### src/grid_maze_depth_first_solver_core_macros.svh
// assertion macros for the grid maze depth-first solver
`ifndef GRID_MAZE_DEPTH_FIRST_SOLVER_CORE_MACROS_SVH
`define GRID_MAZE_DEPTH_FIRST_SOLVER_CORE_MACROS_SVH

// same-cycle implication
`define GMD_ASSERT_IMPLIES(label, clk, rst_n, ante, cons) \
    label: assert property (@(posedge clk) disable iff (!rst_n) (ante) |-> (cons)) \
        else $error("%m: check failed");

// next-cycle implication
`define GMD_ASSERT_NEXT(label, clk, rst_n, ante, cons) \
    label: assert property (@(posedge clk) disable iff (!rst_n) (ante) |=> (cons)) \
        else $error("%m: check failed");

`endif

### src/gmd_pkg.sv
// types and constants shared by the grid maze solver modules
package gmd_pkg;

    localparam int CELL_W   = 4;
    localparam int GRID_MIN = 2;

    localparam logic [1:0] OP_WRITE = 2'd0;
    localparam logic [1:0] OP_SOLVE = 2'd1;
    localparam logic [1:0] OP_READ  = 2'd2;

    localparam logic [1:0] MARK_NONE = 2'd0;
    localparam logic [1:0] MARK_PATH = 2'd1;
    localparam logic [1:0] MARK_OPEN = 2'd2;
    localparam logic [1:0] MARK_DEAD = 2'd3;

    localparam logic [1:0] DIR_RIGHT = 2'd0;
    localparam logic [1:0] DIR_DOWN  = 2'd1;
    localparam logic [1:0] DIR_LEFT  = 2'd2;
    localparam logic [1:0] DIR_UP    = 2'd3;

    localparam logic [1:0] K_FWD_LAST = 2'd2;
    localparam logic [1:0] K_ALL_LAST = 2'd3;

    localparam logic CFG_GRID_ROWS = 1'b0;
    localparam logic CFG_GRID_COLS = 1'b1;

    typedef enum logic [3:0] {
        ST_CLEAR,
        ST_IDLE,
        ST_WRITE,
        ST_READ,
        ST_READ_DATA,
        ST_START,
        ST_START_DATA,
        ST_TOP,
        ST_LOOK,
        ST_EVAL,
        ST_FINISH
    } gmd_state_t;

    typedef enum logic [1:0] {
        PH_FWD,
        PH_ALL,
        PH_BACK
    } gmd_phase_t;

    typedef struct packed {
        logic [1:0] mark;
        logic       status;
    } gmd_result_t;

    typedef struct packed {
        logic clearing;
        logic busy;
    } gmd_status_t;

    // turn order relative to heading: right, straight, left, back
    function automatic logic [1:0] look_offset(input logic [1:0] k);
        logic [1:0] off;
        begin
            case (k)
                2'd0:    off = 2'd1;
                2'd1:    off = 2'd0;
                2'd2:    off = 2'd3;
                default: off = 2'd2;
            endcase
            return off;
        end
    endfunction

endpackage

### src/gmd_ctrl.sv
// controller: clearing sweep, cell write and read, depth-first walk sequencer
module gmd_ctrl #(
    parameter int MAX_ROWS = 64,
    parameter int MAX_COLS = 64
) (
    input  logic                                        clk,
    input  logic                                        rst_n,
    input  logic                                        in_valid,
    output logic                                        in_ready,
    input  logic [1:0]                                  in_op,
    input  logic [5:0]                                  in_row,
    input  logic [5:0]                                  in_col,
    input  logic                                        in_open_right,
    input  logic                                        in_open_down,
    input  logic                                        in_carved,
    input  logic [$clog2(MAX_ROWS)-1:0]                 last_row,
    input  logic [$clog2(MAX_COLS)-1:0]                 last_col,
    output logic                                        res_valid,
    input  logic                                        res_ready,
    output gmd_pkg::gmd_result_t                        res,
    output gmd_pkg::gmd_status_t                        stat,
    output logic                                        ram_wr_en,
    output logic [$clog2(MAX_ROWS)+$clog2(MAX_COLS)-1:0] ram_wr_addr,
    output logic [gmd_pkg::CELL_W-1:0]                  ram_wr_data,
    output logic [$clog2(MAX_ROWS)+$clog2(MAX_COLS)-1:0] ram_rd_addr,
    input  logic [gmd_pkg::CELL_W-1:0]                  ram_rd_data
);

    localparam int RW = $clog2(MAX_ROWS);
    localparam int CW = $clog2(MAX_COLS);
    localparam int AW = RW + CW;

    gmd_pkg::gmd_state_t state_reg, state_next;
    gmd_pkg::gmd_phase_t phase_reg, phase_next;
    logic [1:0]    k_reg, k_next;
    logic [RW-1:0] walk_row_reg, walk_row_next;
    logic [CW-1:0] walk_col_reg, walk_col_next;
    logic [1:0]    heading_reg, heading_next;
    logic [AW-1:0] clr_addr_reg, clr_addr_next;

    logic [RW-1:0] row_in_reg, row_in_next;
    logic [CW-1:0] col_in_reg, col_in_next;
    logic [1:0]    bits_in_reg, bits_in_next;
    logic          carved_reg, carved_next;
    logic          inside_reg, inside_next;
    logic [1:0]    cur_bits_reg, cur_bits_next;
    logic [RW-1:0] nb_row_reg, nb_row_next;
    logic [CW-1:0] nb_col_reg, nb_col_next;
    logic [1:0]    look_dir_reg, look_dir_next;
    logic          look_ok_reg, look_ok_next;
    logic [1:0]    res_mark_reg, res_mark_next;
    logic          res_status_reg, res_status_next;

    logic [1:0]    look_dir;
    logic [RW-1:0] nb_row;
    logic [CW-1:0] nb_col;
    logic          look_ok;
    logic          passage;
    logic [1:0]    nb_mark;
    logic          found_open;
    logic          found_path;
    logic          at_goal;

    // neighbour lookup for the current look and evaluation of the returned cell
    always_comb
    begin
        if (phase_reg == gmd_pkg::PH_BACK)
        begin
            look_dir = k_reg;
        end
        else
        begin
            look_dir = heading_reg + gmd_pkg::look_offset(k_reg);
        end
        nb_row  = walk_row_reg;
        nb_col  = walk_col_reg;
        look_ok = 1'b0;
        case (look_dir)
            gmd_pkg::DIR_RIGHT:
            begin
                nb_col  = walk_col_reg + CW'(1);
                look_ok = (walk_col_reg < last_col) && cur_bits_reg[0];
            end
            gmd_pkg::DIR_DOWN:
            begin
                nb_row  = walk_row_reg + RW'(1);
                look_ok = (walk_row_reg < last_row) && cur_bits_reg[1];
            end
            gmd_pkg::DIR_LEFT:
            begin
                nb_col  = walk_col_reg - CW'(1);
                look_ok = (walk_col_reg != '0);
            end
            default:
            begin
                nb_row  = walk_row_reg - RW'(1);
                look_ok = (walk_row_reg != '0);
            end
        endcase

        case (look_dir_reg)
            gmd_pkg::DIR_LEFT: passage = ram_rd_data[0];
            gmd_pkg::DIR_UP:   passage = ram_rd_data[1];
            default:           passage = 1'b1;
        endcase
        nb_mark    = (look_ok_reg && passage) ? ram_rd_data[3:2] : gmd_pkg::MARK_NONE;
        found_open = (nb_mark == gmd_pkg::MARK_OPEN);
        found_path = (nb_mark == gmd_pkg::MARK_PATH);
        at_goal    = (walk_row_reg == last_row) && (walk_col_reg == last_col);
    end

    always_comb
    begin
        state_next = state_reg;
        unique case (state_reg)
            gmd_pkg::ST_CLEAR:
            begin
                if (clr_addr_reg == '1)
                begin
                    state_next = gmd_pkg::ST_IDLE;
                end
            end
            gmd_pkg::ST_IDLE:
            begin
                if (in_valid)
                begin
                    unique case (in_op)
                        gmd_pkg::OP_WRITE: state_next = gmd_pkg::ST_WRITE;
                        gmd_pkg::OP_SOLVE: state_next = gmd_pkg::ST_START;
                        gmd_pkg::OP_READ:  state_next = gmd_pkg::ST_READ;
                        default:           state_next = gmd_pkg::ST_FINISH;
                    endcase
                end
            end
            gmd_pkg::ST_WRITE:      state_next = gmd_pkg::ST_FINISH;
            gmd_pkg::ST_READ:       state_next = gmd_pkg::ST_READ_DATA;
            gmd_pkg::ST_READ_DATA:  state_next = gmd_pkg::ST_FINISH;
            gmd_pkg::ST_START:      state_next = gmd_pkg::ST_START_DATA;
            gmd_pkg::ST_START_DATA: state_next = gmd_pkg::ST_TOP;
            gmd_pkg::ST_TOP:
            begin
                state_next = at_goal ? gmd_pkg::ST_FINISH : gmd_pkg::ST_LOOK;
            end
            gmd_pkg::ST_LOOK:       state_next = gmd_pkg::ST_EVAL;
            gmd_pkg::ST_EVAL:
            begin
                unique case (phase_reg)
                    gmd_pkg::PH_FWD,
                    gmd_pkg::PH_ALL:
                    begin
                        state_next = found_open ? gmd_pkg::ST_TOP : gmd_pkg::ST_LOOK;
                    end
                    default:
                    begin
                        if (!found_path && k_reg == gmd_pkg::K_ALL_LAST)
                        begin
                            state_next = gmd_pkg::ST_FINISH;
                        end
                        else
                        begin
                            state_next = gmd_pkg::ST_LOOK;
                        end
                    end
                endcase
            end
            gmd_pkg::ST_FINISH:
            begin
                if (res_ready)
                begin
                    state_next = gmd_pkg::ST_IDLE;
                end
            end
            default: state_next = gmd_pkg::ST_IDLE;
        endcase
    end

    always_comb
    begin
        in_ready    = 1'b0;
        res_valid   = 1'b0;
        ram_wr_en   = 1'b0;
        ram_wr_addr = {walk_row_reg, walk_col_reg};
        ram_wr_data = {gmd_pkg::MARK_DEAD, cur_bits_reg};
        ram_rd_addr = {nb_row, nb_col};

        phase_next      = phase_reg;
        k_next          = k_reg;
        walk_row_next   = walk_row_reg;
        walk_col_next   = walk_col_reg;
        heading_next    = heading_reg;
        clr_addr_next   = clr_addr_reg;
        row_in_next     = row_in_reg;
        col_in_next     = col_in_reg;
        bits_in_next    = bits_in_reg;
        carved_next     = carved_reg;
        inside_next     = inside_reg;
        cur_bits_next   = cur_bits_reg;
        nb_row_next     = nb_row_reg;
        nb_col_next     = nb_col_reg;
        look_dir_next   = look_dir_reg;
        look_ok_next    = look_ok_reg;
        res_mark_next   = res_mark_reg;
        res_status_next = res_status_reg;

        unique case (state_reg)
            gmd_pkg::ST_CLEAR:
            begin
                ram_wr_en     = 1'b1;
                ram_wr_addr   = clr_addr_reg;
                ram_wr_data   = '0;
                clr_addr_next = clr_addr_reg + AW'(1);
            end
            gmd_pkg::ST_IDLE:
            begin
                in_ready = 1'b1;
                if (in_valid)
                begin
                    row_in_next     = RW'(in_row);
                    col_in_next     = CW'(in_col);
                    bits_in_next    = {in_open_down, in_open_right};
                    carved_next     = in_carved;
                    inside_next     = (32'(in_row) < 32'(MAX_ROWS))
                                   && (32'(in_col) < 32'(MAX_COLS));
                    res_mark_next   = gmd_pkg::MARK_NONE;
                    res_status_next = 1'b0;
                end
            end
            gmd_pkg::ST_WRITE:
            begin
                ram_wr_en   = inside_reg;
                ram_wr_addr = {row_in_reg, col_in_reg};
                ram_wr_data = {carved_reg ? gmd_pkg::MARK_OPEN : gmd_pkg::MARK_NONE,
                               bits_in_reg};
            end
            gmd_pkg::ST_READ:
            begin
                ram_rd_addr = {row_in_reg, col_in_reg};
            end
            gmd_pkg::ST_READ_DATA:
            begin
                res_mark_next = inside_reg ? ram_rd_data[3:2] : gmd_pkg::MARK_NONE;
            end
            gmd_pkg::ST_START:
            begin
                ram_rd_addr   = '0;
                walk_row_next = '0;
                walk_col_next = '0;
                heading_next  = gmd_pkg::DIR_RIGHT;
            end
            gmd_pkg::ST_START_DATA:
            begin
                cur_bits_next = ram_rd_data[1:0];
                ram_wr_en     = 1'b1;
                ram_wr_addr   = '0;
                ram_wr_data   = {gmd_pkg::MARK_PATH, ram_rd_data[1:0]};
            end
            gmd_pkg::ST_TOP:
            begin
                phase_next = gmd_pkg::PH_FWD;
                k_next     = '0;
            end
            gmd_pkg::ST_LOOK:
            begin
                nb_row_next   = nb_row;
                nb_col_next   = nb_col;
                look_dir_next = look_dir;
                look_ok_next  = look_ok;
            end
            gmd_pkg::ST_EVAL:
            begin
                unique case (phase_reg)
                    gmd_pkg::PH_FWD:
                    begin
                        if (found_open)
                        begin
                            heading_next  = look_dir_reg;
                            walk_row_next = nb_row_reg;
                            walk_col_next = nb_col_reg;
                            cur_bits_next = ram_rd_data[1:0];
                            ram_wr_en     = 1'b1;
                            ram_wr_addr   = {nb_row_reg, nb_col_reg};
                            ram_wr_data   = {gmd_pkg::MARK_PATH, ram_rd_data[1:0]};
                        end
                        else if (k_reg == gmd_pkg::K_FWD_LAST)
                        begin
                            phase_next = gmd_pkg::PH_ALL;
                            k_next     = '0;
                        end
                        else
                        begin
                            k_next = k_reg + 2'd1;
                        end
                    end
                    gmd_pkg::PH_ALL:
                    begin
                        if (found_open)
                        begin
                            heading_next = look_dir_reg;
                        end
                        else if (k_reg == gmd_pkg::K_ALL_LAST)
                        begin
                            // dead end: mark the current cell before looking back
                            ram_wr_en  = 1'b1;
                            phase_next = gmd_pkg::PH_BACK;
                            k_next     = '0;
                        end
                        else
                        begin
                            k_next = k_reg + 2'd1;
                        end
                    end
                    default:
                    begin
                        if (found_path)
                        begin
                            walk_row_next = nb_row_reg;
                            walk_col_next = nb_col_reg;
                            cur_bits_next = ram_rd_data[1:0];
                            phase_next    = gmd_pkg::PH_ALL;
                            k_next        = '0;
                        end
                        else if (k_reg == gmd_pkg::K_ALL_LAST)
                        begin
                            res_status_next = 1'b1;
                        end
                        else
                        begin
                            k_next = k_reg + 2'd1;
                        end
                    end
                endcase
            end
            gmd_pkg::ST_FINISH:
            begin
                res_valid = 1'b1;
            end
            default:
            begin
            end
        endcase
    end

    always_ff @(posedge clk or negedge rst_n)
    begin
        if (!rst_n)
        begin
            state_reg    <= gmd_pkg::ST_CLEAR;
            phase_reg    <= gmd_pkg::PH_FWD;
            k_reg        <= '0;
            walk_row_reg <= '0;
            walk_col_reg <= '0;
            heading_reg  <= gmd_pkg::DIR_RIGHT;
            clr_addr_reg <= '0;
        end
        else
        begin
            state_reg    <= state_next;
            phase_reg    <= phase_next;
            k_reg        <= k_next;
            walk_row_reg <= walk_row_next;
            walk_col_reg <= walk_col_next;
            heading_reg  <= heading_next;
            clr_addr_reg <= clr_addr_next;
        end
    end

    always_ff @(posedge clk)
    begin
        row_in_reg     <= row_in_next;
        col_in_reg     <= col_in_next;
        bits_in_reg    <= bits_in_next;
        carved_reg     <= carved_next;
        inside_reg     <= inside_next;
        cur_bits_reg   <= cur_bits_next;
        nb_row_reg     <= nb_row_next;
        nb_col_reg     <= nb_col_next;
        look_dir_reg   <= look_dir_next;
        look_ok_reg    <= look_ok_next;
        res_mark_reg   <= res_mark_next;
        res_status_reg <= res_status_next;
    end

    assign res.mark      = res_mark_reg;
    assign res.status    = res_status_reg;
    assign stat.clearing = (state_reg == gmd_pkg::ST_CLEAR);
    assign stat.busy     = (state_reg != gmd_pkg::ST_IDLE);

endmodule

### config.mk
export PLATFORM = sky130hd
export DESIGN_NAME = gmd_ctrl
export DESIGN_NICKNAME = d
export VERILOG_FILES = /design/src/grid_maze_depth_first_solver_core_macros.svh /design/src/gmd_pkg.sv /design/src/gmd_ctrl.sv
export SDC_FILE = /design/constraint.sdc
export NUM_CORES = 1
export LEC_CHECK = 0
export ABC_CLOCK_PERIOD_IN_PS = 8900
export BUFFER_PORTS_ARGS = -buffer_cell sky130_fd_sc_hd__buf_2
export CORE_AREA = 2 2 103 105
export DETAILED_ROUTE_END_ITERATION = 8
export DIE_AREA = 0 0 105 107
export GPL_ROUTABILITY_DRIVEN = 1
export GPL_TIMING_DRIVEN = 0
export PLACE_DENSITY = 0.63
export SLEW_MARGIN = 25
export SYNTH_ARGS = -nofsm -noshare
export SYNTH_HDL_FRONTEND = slang
export SYNTH_SLANG_ARGS = --single-unit
### constraint.sdc
create_clock -name clk -period 8.9 [get_ports clk]
set_input_delay 0.445 -clock clk [delete_from_list [all_inputs] [get_ports clk]]
set_output_delay 0.445 -clock clk [all_outputs]
set_load 0.03 [all_outputs]
==> flow_summary_export.csv, run 1 <==
group,metric,value,unit
drt,wl_per_cell,18.78,um
floorplanning,start_util,43.99,%
synth,syn_nets,512,
timing,setup_ws,4.070,ns
synth,syn_inst,443,
drt,via_per_inst,5.770,
synth,synth_flop_cell,"edfxtp_1",
clocking,h-tree-depth,3,
timing,rsz0062_at_grt,"no",
clocking,cts_root_buffer,"clkbuf_8",
clocking,tritoncts,"yes",
placement,place_inst,653,
worst_setup_path,rrSetupSlack,4.88,ns
timing,worstMarginPinSlew,0.8212,ns
outcome,status,"completed",
final_layout,n_antenna_cell,0,
synth,synth.mux.area_fraction,2.678,%
worst_setup_path,endpoint_kind,"primary output",
clocking,cts_num_sinks,69,
placement,post-dp-hpwl,9.569,mm
synth,synth_top_family_by_area,"compound AO/OA/AOI/OAI gates",
clocking,post_cts_buffers,0,
floorplanning,die-area,11240,sq um
worst_setup_path,crit_required,8.46,ns
floorplanning,dieWidth,105,um
worst_hold_path,hold_path.class,"in2async",
final_layout,finalNonFillerCells,669,
worst_setup_path,r2r_cells,15,
synth,synthXorXnorAreaFrac,4.735,%
synth,synthSimpleGateAreaFrac,16.63,%
grt,grt_pass1_vias,3804,
timing,fin_worst_skew,0.007937,ns
floorplanning,ios,73,
floorplanning,dieHeight,107,um
final_layout,area_delta_synth_final,17.95,%
placement,port_buffers,72,
final_layout,utilization,51.88,%
clocking,numCtsBuffers,9,
final_layout,drive_gt1_share,22.14,%
placement,dpl_worst_slack,4.464,ns
synth,synth_area,4439,sq um
worst_setup_path,crit_fanout,10,
final_layout,final_cell_mix,"buf_2 (78), nand2_1 (51), edfxtp_1 (35)",
final_layout,nFillCells,969,
timing,slew_headroom,45.25,%
synth,async_flop_share,49.28,%
drt,first_pass_iters,5,
floorplanning,row_count,37,
clocking,path_clk_slew,0.08,ns
synth,ys_types,64,
timing,fmax,207.0,MHz
worst_setup_path,crit_type,"reg2out",
worst_setup_path,start_kind,"flop",
synth,ys_ff_latch,69,
grt,antenna_found_initial,0,
drt,routed_wl,12.56,mm
drt,ant_nets,0,
drt,drtIter0Drc,211,
worst_setup_path,r2r_end,"nb_col_reg[5]",
synth,yosys_warnings,0,
timing,final.setup.tns,0,ns
synth,synthAdderAreaFrac,9.357,%
floorplanning,core_area,10090,sq um
placement,gp_congestion,0.8423,
timing,slew_viol_final,0,
worst_setup_path,r2r-start,"k_reg[0]",
final_layout,mostFrequentLayoutCell,"buf_2",
final_layout,largest_reg_flops,12,
drt,drc,0,
run,maxCapViolations,0,
timing,period_share,54.27,%
clocking,clock_path_buffers,2,
grt,grt_pass1_wl,20.08,mm
grt,grt_usage,23.32,%
synth,synth_edf_count,35,
synth,ys_seq_area_share,42.84,%
synth,syn_area_per_cell,10.02,sq um
synth,synth-compound-area-share,18.94,%
drt,vias,3860,
clocking,cts_resized,0,
worst_setup_path,cp.arrival,4.39,ns
grt,grt_max_degree,35,
clocking,hold_buffers,0,
grt,grt-ovfl-total,0,
timing,final_hold_viol_count,0,
final_layout,layout.nets,597,
timing,min_period,4.830,ns
timing,setup_viol,0,
clocking,clk_latency,0.35,ns
critical path, cell delays in order, from the launching register on:
cell,delay (ns)
dfrtp_1,0.49
inv_1,0.12
ha_1,0.24
or2_2,0.29
ha_1,0.31
mux2i_4,0.38
inv_2,0.13
buf_2,0.21
nand2_1,0.20
ha_1,0.28
a211oi_1,0.30
o21bai_1,0.12
a21oi_1,0.18
xnor2_1,0.12
or3_1,0.36
nand3_1,0.09
buf_2,0.20
cell type report:
class | count | area [sq um] | area share, %
flip-flops and latches | 69 | 1902 | 36.32
clock buffers | 12 | 165.2 | 3.154
well taps | 136 | 170.2 | 3.250
repair buffers | 74 | 379.1 | 7.240
inverters | 29 | 108.9 | 2.079
plain buffers | 20 | 105.1 | 2.007
multi-input cells | 325 | 2328 | 44.47
clock inverters | 4 | 77.57 | 1.481
logic make-up (layout without fill, tap and decap cells):
kind of cell,after synthesis,after routing
AND/OR/NAND/NOR,142,142
AO/OA/AOI/OAI,118,118
flip-flops,69,69
buffers and inverters,49,139
adder cells (fa/ha/maj),32,32
XOR/XNOR,24,24
multiplexers,9,9
worst max-delay path by stage:
| stage | startpoint | to | slack (ns) | depth (start not counted) |
|---|---|---|---|---|
| finish | k_reg[0] | ram_rd_addr[11] | 4.07 | 16 |
| global route | k_reg[0] | ram_rd_addr[11] | 3.77 | 16 |
| CTS | k_reg[0] | ram_rd_addr[11] | 4.07 | 16 |
| detailed placement | k_reg[0] | ram_rd_addr[11] | 4.46 | 16 |
| global placement | k_reg[0] | ram_rd_addr[11] | 4.50 | 16 |
| floorplan | k_reg[0] | ram_rd_addr[11] | 4.99 | 15 |
synth_stat cells (9+ instances only):
cell type  instances  share of area [%]
xnor2_1           12                2.4
a22o_1            22                4.3
nor2_1            23                1.9
ha_1              30                8.5
a222oi_1           9                2.0
clkbuf_1           9               0.76
o21ai_0           24                2.7
a21oi_1           15                1.7
inv_1             28                2.4
dfrtp_1           34                 19
edfxtp_1          35                 24
nand3_1           11                1.2
xor2_1            12                2.4
nand2_1           51                4.3
routing by layer:
layer | track usage (%) | share of wire, %
met1 | 28.35 | 42
met2 | 39.98 | 49
met3 | 6.079 | 6.6
met4 | 8.476 | 2.2
met5 | 0 | 0
stage by stage:
step	hold WS (ns)	area, sq um
after floorplan	0.1494	4439
after global placement	0.4830	4970
after detailed placement	0.4877	4994
after CTS	0.1950	5236
after global routing	0.2357	5236
final	0.1754	5236
Power of run 1 is left out: the tool's default activity adds up to more than one toggle a clock period on the data nets, which glitch-free logic cannot reach.
==> run 2: changes to the inputs <==
--- a/config.mk
+++ b/config.mk
@@ -5,14 +5,15 @@
 export SDC_FILE = /design/constraint.sdc
 export NUM_CORES = 1
 export LEC_CHECK = 0
-export ABC_CLOCK_PERIOD_IN_PS = 8900
+export ABC_AREA = 1
+export ABC_CLOCK_PERIOD_IN_PS = 4000
 export BUFFER_PORTS_ARGS = -buffer_cell sky130_fd_sc_hd__buf_2
-export CORE_AREA = 2 2 103 105
+export CORE_AREA = 2 2 106 108
 export DETAILED_ROUTE_END_ITERATION = 8
-export DIE_AREA = 0 0 105 107
+export DIE_AREA = 0 0 108 110
 export GPL_ROUTABILITY_DRIVEN = 1
 export GPL_TIMING_DRIVEN = 0
-export PLACE_DENSITY = 0.63
+export PLACE_DENSITY = 0.65
 export SLEW_MARGIN = 25
 export SYNTH_ARGS = -nofsm -noshare
 export SYNTH_HDL_FRONTEND = slang
==> constraint.sdc (replaced) <==
create_clock -name clk -period 4 [get_ports clk]
set_input_delay 0.2 -clock clk [delete_from_list [all_inputs] [get_ports clk]]
set_output_delay 0.2 -clock clk [all_outputs]
set_load 0.03 [all_outputs]
==> run 2 against run 1 <==
  * Worst hold slack worse by 0.16 ns
  * Register-to-register slack worse by 4.1 ns
  * First-iteration DRC count up 37%
==> flow_summary_export.csv, run 2 <==
group,metric,value,unit
outcome,status,"completed",
final_layout,drive_gt1_share,21.95,%
clocking,clock_path_buffers,2,
drt,first_pass_iters,5,
placement,gp_congestion,0.8602,
worst_setup_path,crit_fanout,5,
final_layout,layout.nets,761,
clocking,numCtsBuffers,9,
drt,drtIter0Drc,289,
timing,period_share,93.53,%
power,power_frac_seq,24.1,%
synth,synth_flop_cell,"edfxtp_1",
power,powerDensity,883.8,nW/um^2
grt,met3_usage,3.410,%
clocking,cts_root_buffer,"clkbuf_8",
clocking,cts_num_sinks,69,
synth,async_flop_share,49.28,%
final_layout,mostFrequentLayoutCell,"nand2_1",
drt,ant_nets,0,
floorplanning,core_area,10700,sq um
drt,routed_wl,12.97,mm
synth,yosysMostFrequentCell,"nand2_1",
worst_hold_path,hold_path.class,"in2reg",
worst_setup_path,r2r_cells,19,
power,clkPwrFrac,11.8,%
worst_hold_path,min_to,"row_in_reg[0]",
synth,synth_top_area_cell,"edfxtp_1",
clocking,path_clk_slew,0.09,ns
timing,min_period,3.741,ns
synth,synth_area,4755,sq um
placement,post-dp-hpwl,10.13,mm
floorplanning,ios,73,
synth,syn_nets,676,
timing,setup_ws,0.2588,ns
timing,final_hold_viol_count,0,
final_layout,n_antenna_cell,0,
placement,dpl_worst_slack,0.2773,ns
synth,syn_inst,607,
placement,port_buffers,72,
worst_hold_path,whs_path_depth,1,
synth,ys_ff_latch,69,
synth,synth_top_area_share,22.11,%
power,leakage,2.872,nW
worst_setup_path,rrSetupSlack,0.79,ns
timing,slew_viol_final,0,
grt,use_met1,29.93,%
placement,place_inst,819,
synth,ys_types,38,
timing,rsz0062_at_grt,"no",
power,power_switching,0.002677,W
drt,drc,0,
timing,fmax,267.3,MHz
timing,final.setup.tns,0,ns
final_layout,area_delta_synth_final,17.32,%
drt,vias,4366,
timing,setup_viol,0,
synth,yosys_warnings,0,
drt,via_per_inst,5.216,
power,power,0.004930,W
clocking,clk_latency,0.35,ns
grt,grt_max_degree,35,
grt,grt-ovfl-total,0,
worst_setup_path,r2r_end,"nb_col_reg[5]",
clocking,tritoncts,"yes",
floorplanning,dieHeight,110,um
timing,fin_worst_skew,0.01229,ns
final_layout,largest_reg_flops,12,
grt,grt_pass1_vias,4232,
final_layout,nFillCells,1063,
timing,worstMarginPinSlew,0.8990,ns
synth,syn_area_per_cell,7.833,sq um
synth,netlist_top_cells_count,"nand2_1 (166), inv_1 (87), nand3_1 (56)",
final_layout,final_cell_mix,"nand2_1 (166), inv_1 (86), buf_2 (77)",
drt,wl_per_cell,15.50,um
floorplanning,row_count,38,
floorplanning,dieWidth,108,um
power,power.internal,0.002253,W
grt,grt_usage,23.15,%
synth,synth_area_leaders,"edfxtp_1 (22%), dfrtp_1 (18%), nand2_1 (13%)",
timing,slew_headroom,40.00,%
grt,grt_pass1_wl,20.95,mm
synth,ys_seq_area_share,40.00,%
run,maxCapViolations,0,
power,p_sw_share,54.30,%
clocking,h-tree-depth,3,
worst_setup_path,crit_required,3.80,ns
grt,busiest_layer,"met2",
grt,antenna_found_initial,0,
worst_setup_path,crit_type,"reg2out",
worst_setup_path,start_kind,"flop",
power,p_comb_share,64.0,%
synth,synth_edf_count,35,
floorplanning,die-area,11880,sq um
worst_setup_path,cp.arrival,3.54,ns
worst_setup_path,endpoint_kind,"primary output",
power,peakVddDrop,0.0008294,V
floorplanning,start_util,44.44,%
worst_setup_path,r2r-start,"k_reg[1]",
grt,use_met2,40.34,%
final_layout,finalNonFillerCells,837,
worst_hold_path,hp-start,"in_row[0]",
-- run 2: cell count changes in the layout (fill, tap and decap cells not counted), moves of 10 or more --
cell,delta
nand3_1,+43
a22o_1,-21
a21oi_1,+12
nand2_1,+115
nor2_1,+10
inv_1,+58
-- run 2: stage by stage --
step	instance area [sq um]	utilization [%]	hold slack, ns
2_1_floorplan	4755	-	-0.09559
3_3_place_gp	5290	49.45	0.3570
3_5_place_dp	5295	49.50	0.3588
4_1_cts	5522	51.61	0.01040
5_1_grt	5578	52.14	0.0003280
6_report	5578	52.14	0.01794
-- run 2: worst max-delay path, stage by stage, from the launching register on --
cell	delay, ns
dfrtp_1	0.43
inv_1	0.13
ha_1	0.20
or2_2	0.30
ha_1	0.20
inv_1	0.05
nand2_1	0.07
nand2_1	0.09
nand2_1	0.05
nand3_1	0.12
nand3_2	0.12
inv_2	0.12
ha_2	0.32
a21oi_2	0.19
o21ai_0	0.11
a21oi_1	0.12
nand2_1	0.09
nand3_1	0.09
nand3_1	0.13
nand2_1	0.08
buf_2	0.19
-- run 2: routing by layer --
metal	up-vias	wire [um]
met1	2060	5727
met4	0	237
li1	2152	-
met3	22	632
met2	132	6373
met5	-	0
-- run 2: how the worst max path moves through the flow --
stage / startpoint / end / depth (start not counted) / slack (ns)
3_3_place_gp: k_reg[0] / ram_rd_addr[9] / 17 / 0.36
5_1_grt: k_reg[1] / ram_rd_addr[11] / 21 / 0.009
3_5_place_dp: k_reg[0] / ram_rd_addr[9] / 17 / 0.28
6_report: k_reg[1] / ram_rd_addr[5] / 20 / 0.26
2_1_floorplan: k_reg[0] / ram_rd_addr[9] / 16 / 0.83
4_1_cts: k_reg[0] / ram_rd_addr[3] / 19 / 0.02
-- run 2: final cells by class --
| type | instances | area [sq um] | share of cell area, % |
|---|---|---|---|
| tap | 140 | 175.2 | 3.140 |
| clock inverter | 7 | 75.07 | 1.346 |
| clock buffer | 9 | 123.9 | 2.221 |
| timing repair buffer | 74 | 377.9 | 6.774 |
| multi-input combinational | 429 | 2472 | 44.32 |
| buffer | 11 | 77.57 | 1.391 |
| inverter | 98 | 372.9 | 6.685 |
| sequential | 69 | 1903 | 34.12 |
-- run 2: cell families (layout without fill, tap and decap cells) --
logic type      count (synthesis)  after routing  share of synthesized area (%)
flops                          69             69                          40.00
compound gates                 84             84                          10.08
simple gates                  295            295                          28.39
xor+xnor                       18             18                          3.316
fa+ha+maj                      32             32                          8.737
buf+inv                       109            199                          9.473
-- run 2: repair_timing --
item                                    4_1_cts  5_1_grt
buffers inserted                              0        1
endpoints found under the setup margin        2        8
hold buffers                                  1        0
cloned                                        0        0
hold endpoints to repair                     25        0
resized for setup                             3       10
-- run 2: power by group through the flow --
stage | combinational [W] | sequential (W) | clock (W)
after global placement | 0.00299 | 0.00119 | 0
final | 0.00316 | 0.00119 | 0.000583
after global routing | 0.00348 | 0.00121 | 0.000620
after CTS | 0.00308 | 0.00118 | 0.000586
after detailed placement | 0.00303 | 0.00120 | 0
after floorplan | 0.00221 | 0.00115 | 0
No activity file was read; power rests on OpenSTA's default activity.
